[config.mk]
export PLATFORM = sky130hd
export DESIGN_NAME = pse_ctrl
export DESIGN_NICKNAME = d
export VERILOG_FILES = /design/src/rtl/pse_pkg.sv /design/src/rtl/pse_ctrl.sv
export SDC_FILE = /design/constraint.sdc
export NUM_CORES = 1
export LEC_CHECK = 0
export ABC_CLOCK_PERIOD_IN_PS = 1600
export BUFFER_PORTS_ARGS = -buffer_cell sky130_fd_sc_hd__buf_2
export CAP_MARGIN = 30
export CORE_MARGIN = 10
export CORE_UTILIZATION = 40
export CTS_CLUSTER_DIAMETER = 60
export DETAILED_ROUTE_END_ITERATION = 7
export HOLD_SLACK_MARGIN = 0.1
export MAX_ROUTING_LAYER = met4
export PLACE_DENSITY = 0.78
export SLEW_MARGIN = 20
export SYNTH_ARGS = -nofsm -noshare
export SYNTH_HDL_FRONTEND = slang
export SYNTH_SLANG_ARGS = --single-unit
[constraint.sdc]
create_clock -name aclk -period 1.6 [get_ports aclk]
set_clock_uncertainty 0.1 [all_clocks]
set_input_delay 0.24 -clock aclk [delete_from_list [all_inputs] [get_ports aclk]]
set_output_delay 0.24 -clock aclk [all_outputs]
set_load 0.01 [all_outputs]
[src/rtl/pse_pkg.sv]
`default_nettype none

package pse_pkg;

    localparam int SIEVE_DEPTH = 1048576;
    localparam int FIELD_W     = 20;
    localparam int COUNT_W     = 17;
    localparam int FIRST_PRIME = 2;

    localparam logic REQ_BUILD = 1'b0;
    localparam logic REQ_QUERY = 1'b1;

    typedef enum logic [1:0] {
        ADDR_I,
        ADDR_J,
        ADDR_NUM
    } addr_sel_t;

    typedef struct packed {
        logic      capture;
        logic      i_zero;
        logic      i_first;
        logic      i_inc;
        logic      j_load;
        logic      j_step;
        logic      wr_en;
        logic      wr_cand;
        logic      rd_en;
        logic      count_rd;
        addr_sel_t addr_sel;
        logic      out_build;
        logic      out_query;
    } pse_cmd_t;

    typedef struct packed {
        logic i_le_lim;
        logic i_le_half;
        logic j_le_lim;
        logic rd_bit;
        logic out_free;
    } pse_stat_t;

endpackage

`default_nettype wire

[src/rtl/pse_ctrl.sv]
`default_nettype none

module pse_ctrl (
    input  wire logic               aclk,
    input  wire logic               aresetn,
    input  wire logic               s_valid,
    output logic                    s_ready,
    input  wire logic               s_req_type,
    input  wire pse_pkg::pse_stat_t stat,
    output pse_pkg::pse_cmd_t       cmd
);

    typedef enum logic [3:0] {
        ST_IDLE,
        ST_Q_RD,
        ST_Q_OUT,
        ST_INIT,
        ST_O_TEST,
        ST_O_WAIT,
        ST_INNER,
        ST_C_RUN,
        ST_C_DRAIN,
        ST_B_OUT
    } state_t;

    state_t state_reg, state_next;

    always_ff @(posedge aclk) begin
        if (!aresetn) begin
            state_reg <= ST_IDLE;
        end else begin
            state_reg <= state_next;
        end
    end

    always_comb begin
        state_next   = state_reg;
        cmd          = '0;
        cmd.addr_sel = pse_pkg::ADDR_I;
        s_ready      = 1'b0;
        unique case (state_reg)
            ST_IDLE: begin
                s_ready = 1'b1;
                if (s_valid) begin
                    cmd.capture = 1'b1;
                    cmd.i_zero  = 1'b1;
                    state_next  = (s_req_type == pse_pkg::REQ_QUERY) ? ST_Q_RD : ST_INIT;
                end
            end
            ST_Q_RD: begin
                cmd.rd_en    = 1'b1;
                cmd.addr_sel = pse_pkg::ADDR_NUM;
                state_next   = ST_Q_OUT;
            end
            ST_Q_OUT: begin
                if (stat.out_free) begin
                    cmd.out_query = 1'b1;
                    state_next    = ST_IDLE;
                end
            end
            ST_INIT: begin
                // mark 0 and 1 composite, everything else a candidate
                if (stat.i_le_lim) begin
                    cmd.wr_en   = 1'b1;
                    cmd.wr_cand = 1'b1;
                    cmd.i_inc   = 1'b1;
                end else begin
                    cmd.i_first = 1'b1;
                    state_next  = ST_O_TEST;
                end
            end
            ST_O_TEST: begin
                if (stat.i_le_half) begin
                    cmd.rd_en  = 1'b1;
                    state_next = ST_O_WAIT;
                end else begin
                    cmd.i_first = 1'b1;
                    state_next  = ST_C_RUN;
                end
            end
            ST_O_WAIT: begin
                if (stat.rd_bit) begin
                    cmd.j_load = 1'b1;
                    state_next = ST_INNER;
                end else begin
                    cmd.i_inc  = 1'b1;
                    state_next = ST_O_TEST;
                end
            end
            ST_INNER: begin
                if (stat.j_le_lim) begin
                    cmd.wr_en    = 1'b1;
                    cmd.addr_sel = pse_pkg::ADDR_J;
                    cmd.j_step   = 1'b1;
                end else begin
                    cmd.i_inc  = 1'b1;
                    state_next = ST_O_TEST;
                end
            end
            ST_C_RUN: begin
                // one read issued per cycle, accumulated in the next cycle
                if (stat.i_le_lim) begin
                    cmd.rd_en    = 1'b1;
                    cmd.count_rd = 1'b1;
                    cmd.i_inc    = 1'b1;
                end else begin
                    state_next = ST_C_DRAIN;
                end
            end
            ST_C_DRAIN: begin
                state_next = ST_B_OUT;
            end
            ST_B_OUT: begin
                if (stat.out_free) begin
                    cmd.out_build = 1'b1;
                    state_next    = ST_IDLE;
                end
            end
            default: begin
                state_next = ST_IDLE;
            end
        endcase
    end

endmodule

`default_nettype wire

# Word-level counts from Yosys, hierarchy flattened
# Index checks and enable logic that the tools add are counted.
# word_totals
regBits	4
inputBits	9
out_inout_bits	15
elab_cells	53
# op_classes
n_eq_ne	14
muxes	34
n_reduce_logical	4
# op_table
operator	n
$pmux W4 S9	1
$mux W4	5
$eq A4 B3 Y1 const B	4
$mux W1	16
$mux W2	7
$eq A4 B2 Y1 const B	2
$eq A4 B4 Y1 const B	2
$ne A2 B2 Y1 const B	4
$pmux W1 S3	2
$reduce_and A5 Y1	1
$eq A4 B1 Y1 const B	1
$logic_not A4 Y1	1
$pmux W1 S2	2
$pmux W2 S2	1
$reduce_or A2 Y1	2
$ne A2 B1 Y1 const B	1

# Depth between registers and ports, before layout
# Gate-level depths: netlist of run 1.
# depth
word_depth	4
mapped_depth	6
ltp_nobuf	4

# Worst setup path before layout of run 1
# No wires, ideal clock.
# synth_path
kind	flip-flop to output port
startpoint	register state_reg[0]
endpoint	output cmd[13] in the netlist's numbering
arrival_ps	1272
t_required_ps	1260
slack_ps	-12
stages_incl_launch_ff	6
path_buffers	3
path_cell_list	dfxtp_1 buf_4 buf_6 nor4_2 and2_1 buf_4
# synth_lines
item	line	rtl
start: declaration	pse_ctrl.sv:26	state_t state_reg, state_next;
start signal: assignment	pse_ctrl.sv:32	state_reg <= state_next;
end: declaration	pse_ctrl.sv:10	output pse_pkg::pse_cmd_t cmd

==> results of run 1 <==
placed cells by master, fill, tap and decap left out, drive strengths merged, types with 2 or more instances in the layout:
cell,count
nand2,9
nor3,8
nand2b,4
nor2,8
clkbuf,3
a21oi,4
dfxtp,4
a211oi,3
nor2b,4
buf,36
o21ai,2
where the power goes:
group	leakage, nW	switching (mW)	internal, mW	total (mW)
Combinational	0.313	0.168	0.174	0.342
Sequential	0.0350	0.0209	0.113	0.134
Clock	0.0138	0.0445	0.0841	0.129
worst max-delay path, stage by stage (launching register included):
cell     delay (ns)
dfxtp_4        0.36
buf_6          0.12
nor4_4         0.25
and2_1         0.17
buf_2          0.13
worst max path at each step:
stage	endpoint	slack (ns)	cells past startpoint	start
6_report	cmd[13]	-0.005	4	state_reg[2]
5_1_grt	cmd[10]	-0.11	6	state_reg[0]
2_1_floorplan	cmd[13]	0.06	5	state_reg[0]
3_3_place_gp	state_reg[1]	0.10	5	state_reg[2]
4_1_cts	cmd[10]	-0.002	5	state_reg[1]
3_5_place_dp	state_reg[1]	0.13	5	state_reg[2]
cell families (layout without fill, tap and decap cells):
logic type	after synthesis	count (layout)
simple gates	41	41
compound gates	16	16
buf+inv	10	39
flops	4	4
xor+xnor	1	1
mux	1	1
layout make-up:
class | count | area share
Multi-Input combinational cell | 59 | 0.527
Timing Repair Buffer | 36 | 0.306
Sequential cell | 4 | 0.116
Clock buffer | 3 | 0.0290
Tap cell | 14 | 0.0225
metrics by stage:
step	setup TNS, ns	instance area (sq um)	util	cells	worst slack, ns
after detailed placement	0	623	0.532	106	0.126
after CTS	-0.00245	678	0.579	111	-0.00178
final	-0.0141	777	0.663	116	-0.00535
after floorplan	0	531	-	73	0.0639
after global routing	-0.491	777	0.663	116	-0.109
after global placement	0	623	0.532	106	0.102
what timing repair did:
item,CTS,global route
setup buffers,2,5
pin swaps,1,7
gates resized for setup,8,15
cloned,0,0
setup endpoints to repair,11,11
per-layer routing:
layer  global-route usage  up-vias
met5                    -        -
met3               0.0296        2
met4               0.0717        0
met1                0.104      298
met2                0.148       20
li1                     -      316
==> qor.txt, run 1 <==
Tmin final = 1.61 ns
Max Freq = 623 MHz
top fanout value on the critical path = 5
Syn Std Cell Area = 522 sq um
Max IR drop VDD = 0.545 mV
post-synthesis simple-gate area fraction = 0.417
initial antenna violation count = 0
dpl hpwl = 1.13 mm
Avg Vias per Cell = 5.48
CP required = 1.26 ns
Worst Setup Start Kind = flop
root buf cell = clkbuf_4
DRC = 0
full die area = 3150 sq um
area taken by flip-flops and latches = 90.1 sq um
core area = 1170 sq um
async set-reset flop share out of synthesis = 0
Final Max Tran Viols = 0
post-synth top area share = 0.153
P_leak = 0.361 nW
Synth Area in Adders = 0
cts hold-fix bufs = 0
combined area of the multi-input logic cells = 409 sq um
crit end category = output pin
Hold/Removal Path Class = primary input to flop
Total Power = 0.605 mW
initial core utilization = 0.446
first-pass GRT wire length = 2.50 mm
post-synth cell types = 30
DRT met1 WL = 721 um
CTS Buf Count = 3
r2r worst-path depth = 6
number of enable flip-flop cells after synthesis = 0
DRT Pass-1 Iters = 4
#FFs+latches synth = 4
cell taking the most area after synthesis = dfxtp_1
CTS H-tree depth = 1
clock sink count = 4
Main synth FF type = dfxtp_1
Critical R2R Launch = state_reg[2]
post-synthesis compound-gate area fraction = 0.230
syn_area_per_cell = 7.15 sq um
Die Y-Extent = 56.1 um
Syn Nets = 82
Max Buffers Root-to-Sink = 2
wire per inst = 14.5 um
actual slew at the worst max-slew pin = 0.241 ns
Synth Warn # = 0
met2 wire len = 869 um
Final GP Congestion = 0.806
number of flip-flops in the largest register = 4
Area Overhead vs Synth = 48.9%
largest net degree at the start of global routing = 12
mux contribution to synthesized area = 0.0192
Worst Hold Endpoint = state_reg[3]
slew margin rel. = 0.839
worst setup margin = -0.00535 ns
Iteration-0 DRC Markers = 21
CTS tree = yes
Via Count = 636
Crit Reg-Reg Endpoint = state_reg[1]
kind of critical path = flop to output pin
largest cells by area after synthesis = dfxtp_1 15%, buf_6 8.6%, nor3_1 7.7%
total congestion overflow = 0
failing checks = setup timing
clk_lat worst skew = 0.24 ns
hold depth = 2
vias in the first global route = 547
Post-synth top cells = 9 x nand2_1, 8 x nor2_1, 8 x nor3_1
row cnt = 12
chip width = 56.1 um
met3 wire len = 76 um
IO buf count = 23
Antenna Nets Post-Route = 0
most common cell in the netlist = nand2_1
reg2reg setup slack = 0.11 ns
PwrDens = 779 nW/um^2
Hold Fails Final Rpt = 0
final net count = 113
outcome = finished, violations left
Final period util = 1.00
ant diodes = 0
I/O pin count = 24
XOR/XNOR Fraction of Synth Area = 0.0168
max-cap viol count = 0
RSZ-0062 raised after global routing = yes
HP Start = aresetn
Worst Hold Slack = 0.162 ns
Reg clk slew, reported paths = 0.04 ns
Fill cells = 108
GRT Resource Usage Total = 0.0975
sequential share of the synthesized area = 0.153
CP arrival = 1.27 ns
ratio of cells with drive above 1 in the final layout = 0.520
final setup vio count = 3
cell count after synthesis = 73
drt total wl = 1.68 mm
largest family of logic cells by synthesized area = simple AND/OR/NAND/NOR gates
Top Layer Used = met4
No activity file was read; power rests on OpenSTA's default activity.
==> run 2: changes to the inputs <==
--- a/config.mk
+++ b/config.mk
@@ -8,13 +8,15 @@
 export ABC_CLOCK_PERIOD_IN_PS = 1600
 export BUFFER_PORTS_ARGS = -buffer_cell sky130_fd_sc_hd__buf_2
 export CAP_MARGIN = 30
+export CELL_PAD_IN_SITES_DETAIL_PLACEMENT = 0
+export CELL_PAD_IN_SITES_GLOBAL_PLACEMENT = 2
 export CORE_MARGIN = 10
-export CORE_UTILIZATION = 40
+export CORE_UTILIZATION = 23
 export CTS_CLUSTER_DIAMETER = 60
 export DETAILED_ROUTE_END_ITERATION = 7
 export HOLD_SLACK_MARGIN = 0.1
 export MAX_ROUTING_LAYER = met4
-export PLACE_DENSITY = 0.78
+export PLACE_DENSITY = 0.84
 export SLEW_MARGIN = 20
 export SYNTH_ARGS = -nofsm -noshare
 export SYNTH_HDL_FRONTEND = slang
==> qor.txt, run 2 (synthesis gave the netlist of run 1 again) <==
Max Freq = 622 MHz (was 623 MHz)
Via Count = 615 (was 636)
Iteration-0 DRC Markers = 18 (was 21)
Avg Vias per Cell = 4.80 (was 5.48)
CTS H-tree depth = 1 (unchanged)
worst setup margin = -0.00692 ns (was -0.00535 ns)
number of flip-flops in the largest register = 4 (unchanged)
Reg clk slew, reported paths = 0.04 ns (about the same)
final setup vio count = 1 (was 3)
CTS Buf Count = 3 (unchanged)
clock power share = 0.224 (was 0.213)
Fill cells = 240 (was 108)
DRC = 0 (unchanged)
Die Y-Extent = 67.6 um (was 56.1 um)
Critical R2R Launch = state_reg[2] (unchanged)
CTS tree = yes (unchanged)
P_leak = 0.349 nW (was 0.361 nW)
Final GP Congestion = 0.795 (was 0.806)
first-pass GRT wire length = 2.46 mm (was 2.50 mm)
max-cap viol count = 0 (unchanged)
dpl ws = 0.0912 ns (was 0.126 ns)
top fanout value on the critical path = 6 (was 5)
Tmin final = 1.61 ns (about the same)
RSZ-0062 raised after global routing = yes (unchanged)
outcome = finished, violations left (unchanged)
Worst Hold Slack = 0.158 ns (was 0.162 ns)
Max Buffers Root-to-Sink = 2 (unchanged)
slew margin rel. = 0.845 (was 0.839)
Sum Neg Setup Slack = -0.00692 ns (was -0.0141 ns)
PwrDens = 774 nW/um^2 (was 779 nW/um^2)
Max IR drop VDD = 0.222 mV (was 0.545 mV)
internal power = 0.364 mW (was 0.371 mW)
actual slew at the worst max-slew pin = 0.231 ns (was 0.241 ns)
sw frac = 0.389 (was 0.386)
largest net degree at the start of global routing = 13 (was 12)
kind of critical path = flop to output pin (unchanged)
area taken by flip-flops and latches = 92.6 sq um (was 90.1 sq um)
Finished Layout Cells = 128 (was 116)
full die area = 4570 sq um (was 3150 sq um)
failing checks = setup timing (unchanged)
Worst Setup Start Kind = flop (unchanged)
Final period util = 1.00 (about the same)
IO buf count = 23 (unchanged)
GRT Resource Usage Total = 0.0696 (was 0.0975)
final net count = 111 (was 113)
clk_lat worst skew = 0.25 ns (was 0.24 ns)
P_sw = 0.232 mW (was 0.234 mW)
vias in the first global route = 554 (was 547)
most common cell after layout, fill and taps aside = buf_2 (unchanged)
HP Start = aresetn (unchanged)
wire per inst = 12.9 um (was 14.5 um)
Final Max Tran Viols = 0 (unchanged)
CP arrival = 1.27 ns (about the same)
Hold Fails Final Rpt = 0 (unchanged)
combined area of the multi-input logic cells = 403 sq um (was 409 sq um)
CP startpoint = state_reg[0] (was state_reg[2])
Antenna Nets Post-Route = 0 (unchanged)
initial antenna violation count = 0 (unchanged)
Post-DP Area = 656 sq um (was 623 sq um)
ant diodes = 0 (unchanged)
total congestion overflow = 0 (unchanged)
cell count after placement = 122 (was 106)
clock sink count = 4 (unchanged)
chip width = 67.6 um (was 56.1 um)
I/O pin count = 24 (unchanged)
hold depth = 2 (unchanged)
commonest non-fill, non-tap cells in the layout = 21 x buf_2, 9 x nand2_1, 9 x buf_4 (was 22 x buf_2, 9 x nand2_1, 8 x nor2_1, 8 x buf_4)
root buf cell = clkbuf_4 (unchanged)
ratio of cells with drive above 1 in the final layout = 0.500 (was 0.520)
crit end category = output pin (unchanged)
sequential power share = 0.232 (was 0.222)
Area Overhead vs Synth = 47.7% (was 48.9%)
dpl hpwl = 1.26 mm (was 1.13 mm)
Hold/Removal Path Class = primary input to flop (unchanged)
row cnt = 17 (was 12)
cell area after layout = 771 sq um (was 777 sq um)
core area = 2190 sq um (was 1170 sq um)
drt total wl = 1.66 mm (was 1.68 mm)
CP required = 1.26 ns (about the same)
r2r worst-path depth = 6 (unchanged)
DRT Pass-1 Iters = 4 (unchanged)
initial core utilization = 0.238 (was 0.446)
Combinational Power Share = 0.544 (was 0.566)
[run 2: cell count changes in the layout (fill, tap and decap cells not counted), sizes merged]
cell  change
buf       -2
[run 2: worst paths after layout]
check | slack (ns) | to
setup reg to reg | 0.15 | state_reg[1]
setup / recovery | -0.007 | cmd[10]
hold / removal | 0.16 | state_reg[3]
hold reg to reg | 0.52 | state_reg[0]
[run 2: repair_timing]
action                     in CTS  in global routing
hold buffers                    0                  0
gates resized for setup         8                 13
cloned                          0                  0
setup endpoints to repair      12                  8
buffers inserted                0                  3
pin swaps                       2                  3
[run 2: routing by layer]
layer / vias to the layer above / part of all wire / track usage / wire [um]
met1: 282 / 0.42 / 0.0738 / 692
met2: 15 / 0.50 / 0.116 / 827
met4: 0 / 0.019 / 0.0308 / 31
met5: - / 0 / - / 0
met3: 2 / 0.063 / 0.0215 / 105
li1: 316 / - / - / -
[run 2: critical path, stage by stage (launching register included)]
cell	delay (ns)
dfxtp_4	0.37
buf_6	0.14
nand2b_4	0.06
o22ai_2	0.13
nand2_1	0.07
a21oi_1	0.11
buf_2	0.14
[run 2: layout make-up]
type,count,share of cell area
Multi-Input combinational cell,59,0.523
Timing Repair Buffer,34,0.282
Sequential cell,4,0.120
Tap cell,28,0.0455
Clock buffer,3,0.0292
[run 2: stage by stage]
step           utilization  power [mW]
6_report             0.352       0.596
5_1_grt              0.352       0.647
4_1_cts              0.320       0.549
3_5_place_dp         0.299       0.403
3_3_place_gp         0.299       0.403
2_1_floorplan            -       0.346
[run 2: power groups by stage]
stage                     Combinational [mW]  Clock [mW]  Sequential, mW
after detailed placement               0.267           0           0.136
after floorplan                        0.229           0           0.117
after CTS                              0.277       0.130           0.142
after global routing                   0.357       0.150           0.140
final                                  0.324       0.134           0.138
after global placement                 0.266           0           0.136
==> run 3: changes to the inputs <==
--- a/config.mk
+++ b/config.mk
@@ -5,18 +5,19 @@
 export SDC_FILE = /design/constraint.sdc
 export NUM_CORES = 1
 export LEC_CHECK = 0
+export ABC_AREA = 1
 export ABC_CLOCK_PERIOD_IN_PS = 1600
 export BUFFER_PORTS_ARGS = -buffer_cell sky130_fd_sc_hd__buf_2
 export CAP_MARGIN = 30
 export CELL_PAD_IN_SITES_DETAIL_PLACEMENT = 0
 export CELL_PAD_IN_SITES_GLOBAL_PLACEMENT = 2
 export CORE_MARGIN = 10
-export CORE_UTILIZATION = 23
+export CORE_UTILIZATION = 19
 export CTS_CLUSTER_DIAMETER = 60
 export DETAILED_ROUTE_END_ITERATION = 7
 export HOLD_SLACK_MARGIN = 0.1
 export MAX_ROUTING_LAYER = met4
-export PLACE_DENSITY = 0.84
+export PLACE_DENSITY = 0.83
 export SLEW_MARGIN = 20
 export SYNTH_ARGS = -nofsm -noshare
 export SYNTH_HDL_FRONTEND = slang
==> qor.txt, run 3 <==
sequential share of the synthesized area = 0.181 (was 0.153)
CTS tree = yes (unchanged)
Max Buffers Root-to-Sink = 2 (unchanged)
final setup vio count = 0 (was 1)
Via Count = 570 (was 615)
DRC = 0 (unchanged)
number of flip-flops in the largest register = 4 (unchanged)
full die area = 4650 sq um (was 4570 sq um)
max-cap viol count = 0 (unchanged)
CP required = 1.26 ns (about the same)
commonest non-fill, non-tap cells in the layout = 23 x buf_2, 20 x nand2_1, 13 x nor2_1 (was 21 x buf_2, 9 x nand2_1, 9 x buf_4)
drt total wl = 1.46 mm (was 1.66 mm)
CTS Buf Count = 3 (unchanged)
Finished Layout Cells = 140 (was 128)
Iteration-0 DRC Markers = 21 (was 18)
worst setup margin = 0.0196 ns (was -0.00692 ns)
Final GP Congestion = 0.875 (was 0.795)
post-synth cell types = 15 (was 30)
root buf cell = clkbuf_4 (unchanged)
Synth Warn # = 0 (unchanged)
Max IR drop VDD = 0.797 mV (was 0.222 mV)
most common cell in the netlist = nand2_1 (unchanged)
core area = 2210 sq um (was 2190 sq um)
DRT Pass-1 Iters = 4 (unchanged)
Avg Vias per Cell = 4.07 (was 4.80)
chip width = 68.2 um (was 67.6 um)
cell count after synthesis = 81 (was 73)
r2r worst-path depth = 11 (was 6)
cell taking the most area after synthesis = nand2_1 (was dfxtp_1)
number of enable flip-flop cells after synthesis = 0 (unchanged)
largest cells by area after synthesis = nand2_1 20%, dfxtp_1 18%, nor2_1 11% (was dfxtp_1 15%, buf_6 8.6%, nor3_1 7.7%)
CP arrival = 1.24 ns (was 1.27 ns)
crit path cell chain = inv_4, nor2_4, nand2_4, nand2_2, nand2_2, o221ai_2, buf_2 (was buf_6, nand2b_4, o22ai_2, nand2_1, a21oi_1, buf_2)
Final period util = 0.988 (was 1.00)
first-pass GRT wire length = 2.29 mm (was 2.46 mm)
P_leak = 0.449 nW (was 0.349 nW)
kind of critical path = flop to output pin (unchanged)
wire per inst = 10.5 um (was 12.9 um)
slew margin rel. = 0.868 (was 0.845)
cts hold-fix bufs = 0 (unchanged)
cell area after layout = 716 sq um (was 771 sq um)
most common cell after layout, fill and taps aside = buf_2 (unchanged)
CTS H-tree depth = 1 (unchanged)
Syn Std Cell Area = 442 sq um (was 522 sq um)
Hold/Removal Path Class = primary input to flop (unchanged)
top fanout value on the critical path = 6 (unchanged)
final net count = 123 (was 111)
total congestion overflow = 0 (unchanged)
ant diodes = 0 (unchanged)
Final Max Tran Viols = 0 (unchanged)
Main synth FF type = dfxtp_1 (unchanged)
#FFs+latches synth = 4 (unchanged)
Area Overhead vs Synth = 62.0% (was 47.7%)
actual slew at the worst max-slew pin = 0.197 ns (was 0.231 ns)
clk_lat worst skew = 0.23 ns (was 0.25 ns)
async set-reset flop share out of synthesis = 0 (unchanged)
Post-synth top cells = 23 x nand2_1, 13 x nor2_1, 12 x inv_1 (was 9 x nand2_1, 8 x nor2_1, 8 x nor3_1)
dpl hpwl = 1.24 mm (was 1.26 mm)
dpl ws = 0.137 ns (was 0.0912 ns)
vias in the first global route = 559 (was 554)
Reg clk slew, reported paths = 0.04 ns (about the same)
initial core utilization = 0.200 (was 0.238)
IO buf count = 23 (unchanged)
ratio of cells with drive above 1 in the final layout = 0.527 (was 0.500)
cell count after placement = 130 (was 122)
Max Freq = 633 MHz (was 622 MHz)
CP most frequent cell = nand2_2
RSZ-0062 raised after global routing = yes (unchanged)
outcome = finished clean (was finished, violations left)
I/O pin count = 24 (unchanged)
Antenna Nets Post-Route = 0 (unchanged)
Die Y-Extent = 68.2 um (was 67.6 um)
Hold Fails Final Rpt = 0 (unchanged)
row cnt = 17 (unchanged)
crit-path max cell delay = 0.37 ns (about the same)
hold depth = 3 (was 2)
Syn Nets = 90 (was 82)
largest net degree at the start of global routing = 9 (was 13)
GRT Resource Usage Total = 0.0636 (was 0.0696)
crit end category = output pin (unchanged)
Post-DP Area = 577 sq um (was 656 sq um)
syn_area_per_cell = 5.45 sq um (was 7.15 sq um)
post-synth top area share = 0.195 (was 0.153)
clock sink count = 4 (unchanged)
initial antenna violation count = 0 (unchanged)
PwrDens = 1840 nW/um^2 (was 774 nW/um^2)
Tmin final = 1.58 ns (was 1.61 ns)
Worst Setup Start Kind = flop (unchanged)
slowest CP cell = dfxtp_4 (unchanged)
## run 3: what timing repair did
action,4_1_cts,5_1_grt
endpoints found under the setup margin,7,16
resized for setup,12,7
pin swaps,4,4
setup buffers,5,2
## run 3: worst max-delay path, delay by kind of cell (launching register included)
| family | cells | cell delay, ns |
|---|---|---|
| flip-flops | 1 | 0.37 |
| AND/OR/NAND/NOR | 4 | 0.39 |
| buffers and inverters | 2 | 0.20 |
| AO/OA/AOI/OAI | 1 | 0.05 |
## run 3: cell type report
cell class                      count  area, sq um
Tap cell                           28         35.0
Inverter                           18         70.1
Fill cell                         257         1500
Timing Repair Buffer               30          171
Sequential cell                     4         92.6
Clock buffer                        3         22.5
Multi-Input combinational cell     57          324
## run 3: path summary, 6_finish.rpt
kind | slack (ns) | to | start
worst max-delay path | 0.02 | cmd[10] | state_reg[2]
worst min register to register | 0.48 | state_reg[1] | state_reg[1]
worst max register to register | 0.10 | state_reg[1] | state_reg[2]
worst min-delay path | 0.16 | state_reg[1] | aresetn
## run 3: cells by family (layout without fill, tap and decap cells)
kind of cell	count (synthesis)	count (layout)	share of synthesized area
flops	4	4	0.181
simple gates	52	52	0.558
buf+inv	20	51	0.187
compound gates	5	5	0.0737
## run 3: where the power goes
part / internal (mW) / leakage, nW / switching (mW) / total [mW]
Clock: 0.0838 / 0.0138 / 0.0395 / 0.123
Combinational: 0.374 / 0.400 / 0.568 / 0.941
Sequential: 0.172 / 0.0353 / 0.0808 / 0.253
## run 3: per-stage QoR
step                hold WS, ns  utilization  setup TNS [ns]  total power [mW]
floorplan                 0.260            -               0             0.800
global placement          0.404        0.261               0              1.03
detailed placement        0.406        0.261               0              1.02
CTS                       0.149        0.305         -0.0458              1.27
global route              0.168        0.324          -0.185              1.45
finish                    0.157        0.324               0              1.32
## run 3: routing by layer
metal / part of all wire / GRT usage / up-vias
li1: - / - / 305
met1: 0.42 / 0.0645 / 252
met2: 0.52 / 0.119 / 13
met3: 0.062 / 0.0114 / 0
met4: 0 / 0.0226 / 0
met5: 0 / - / -
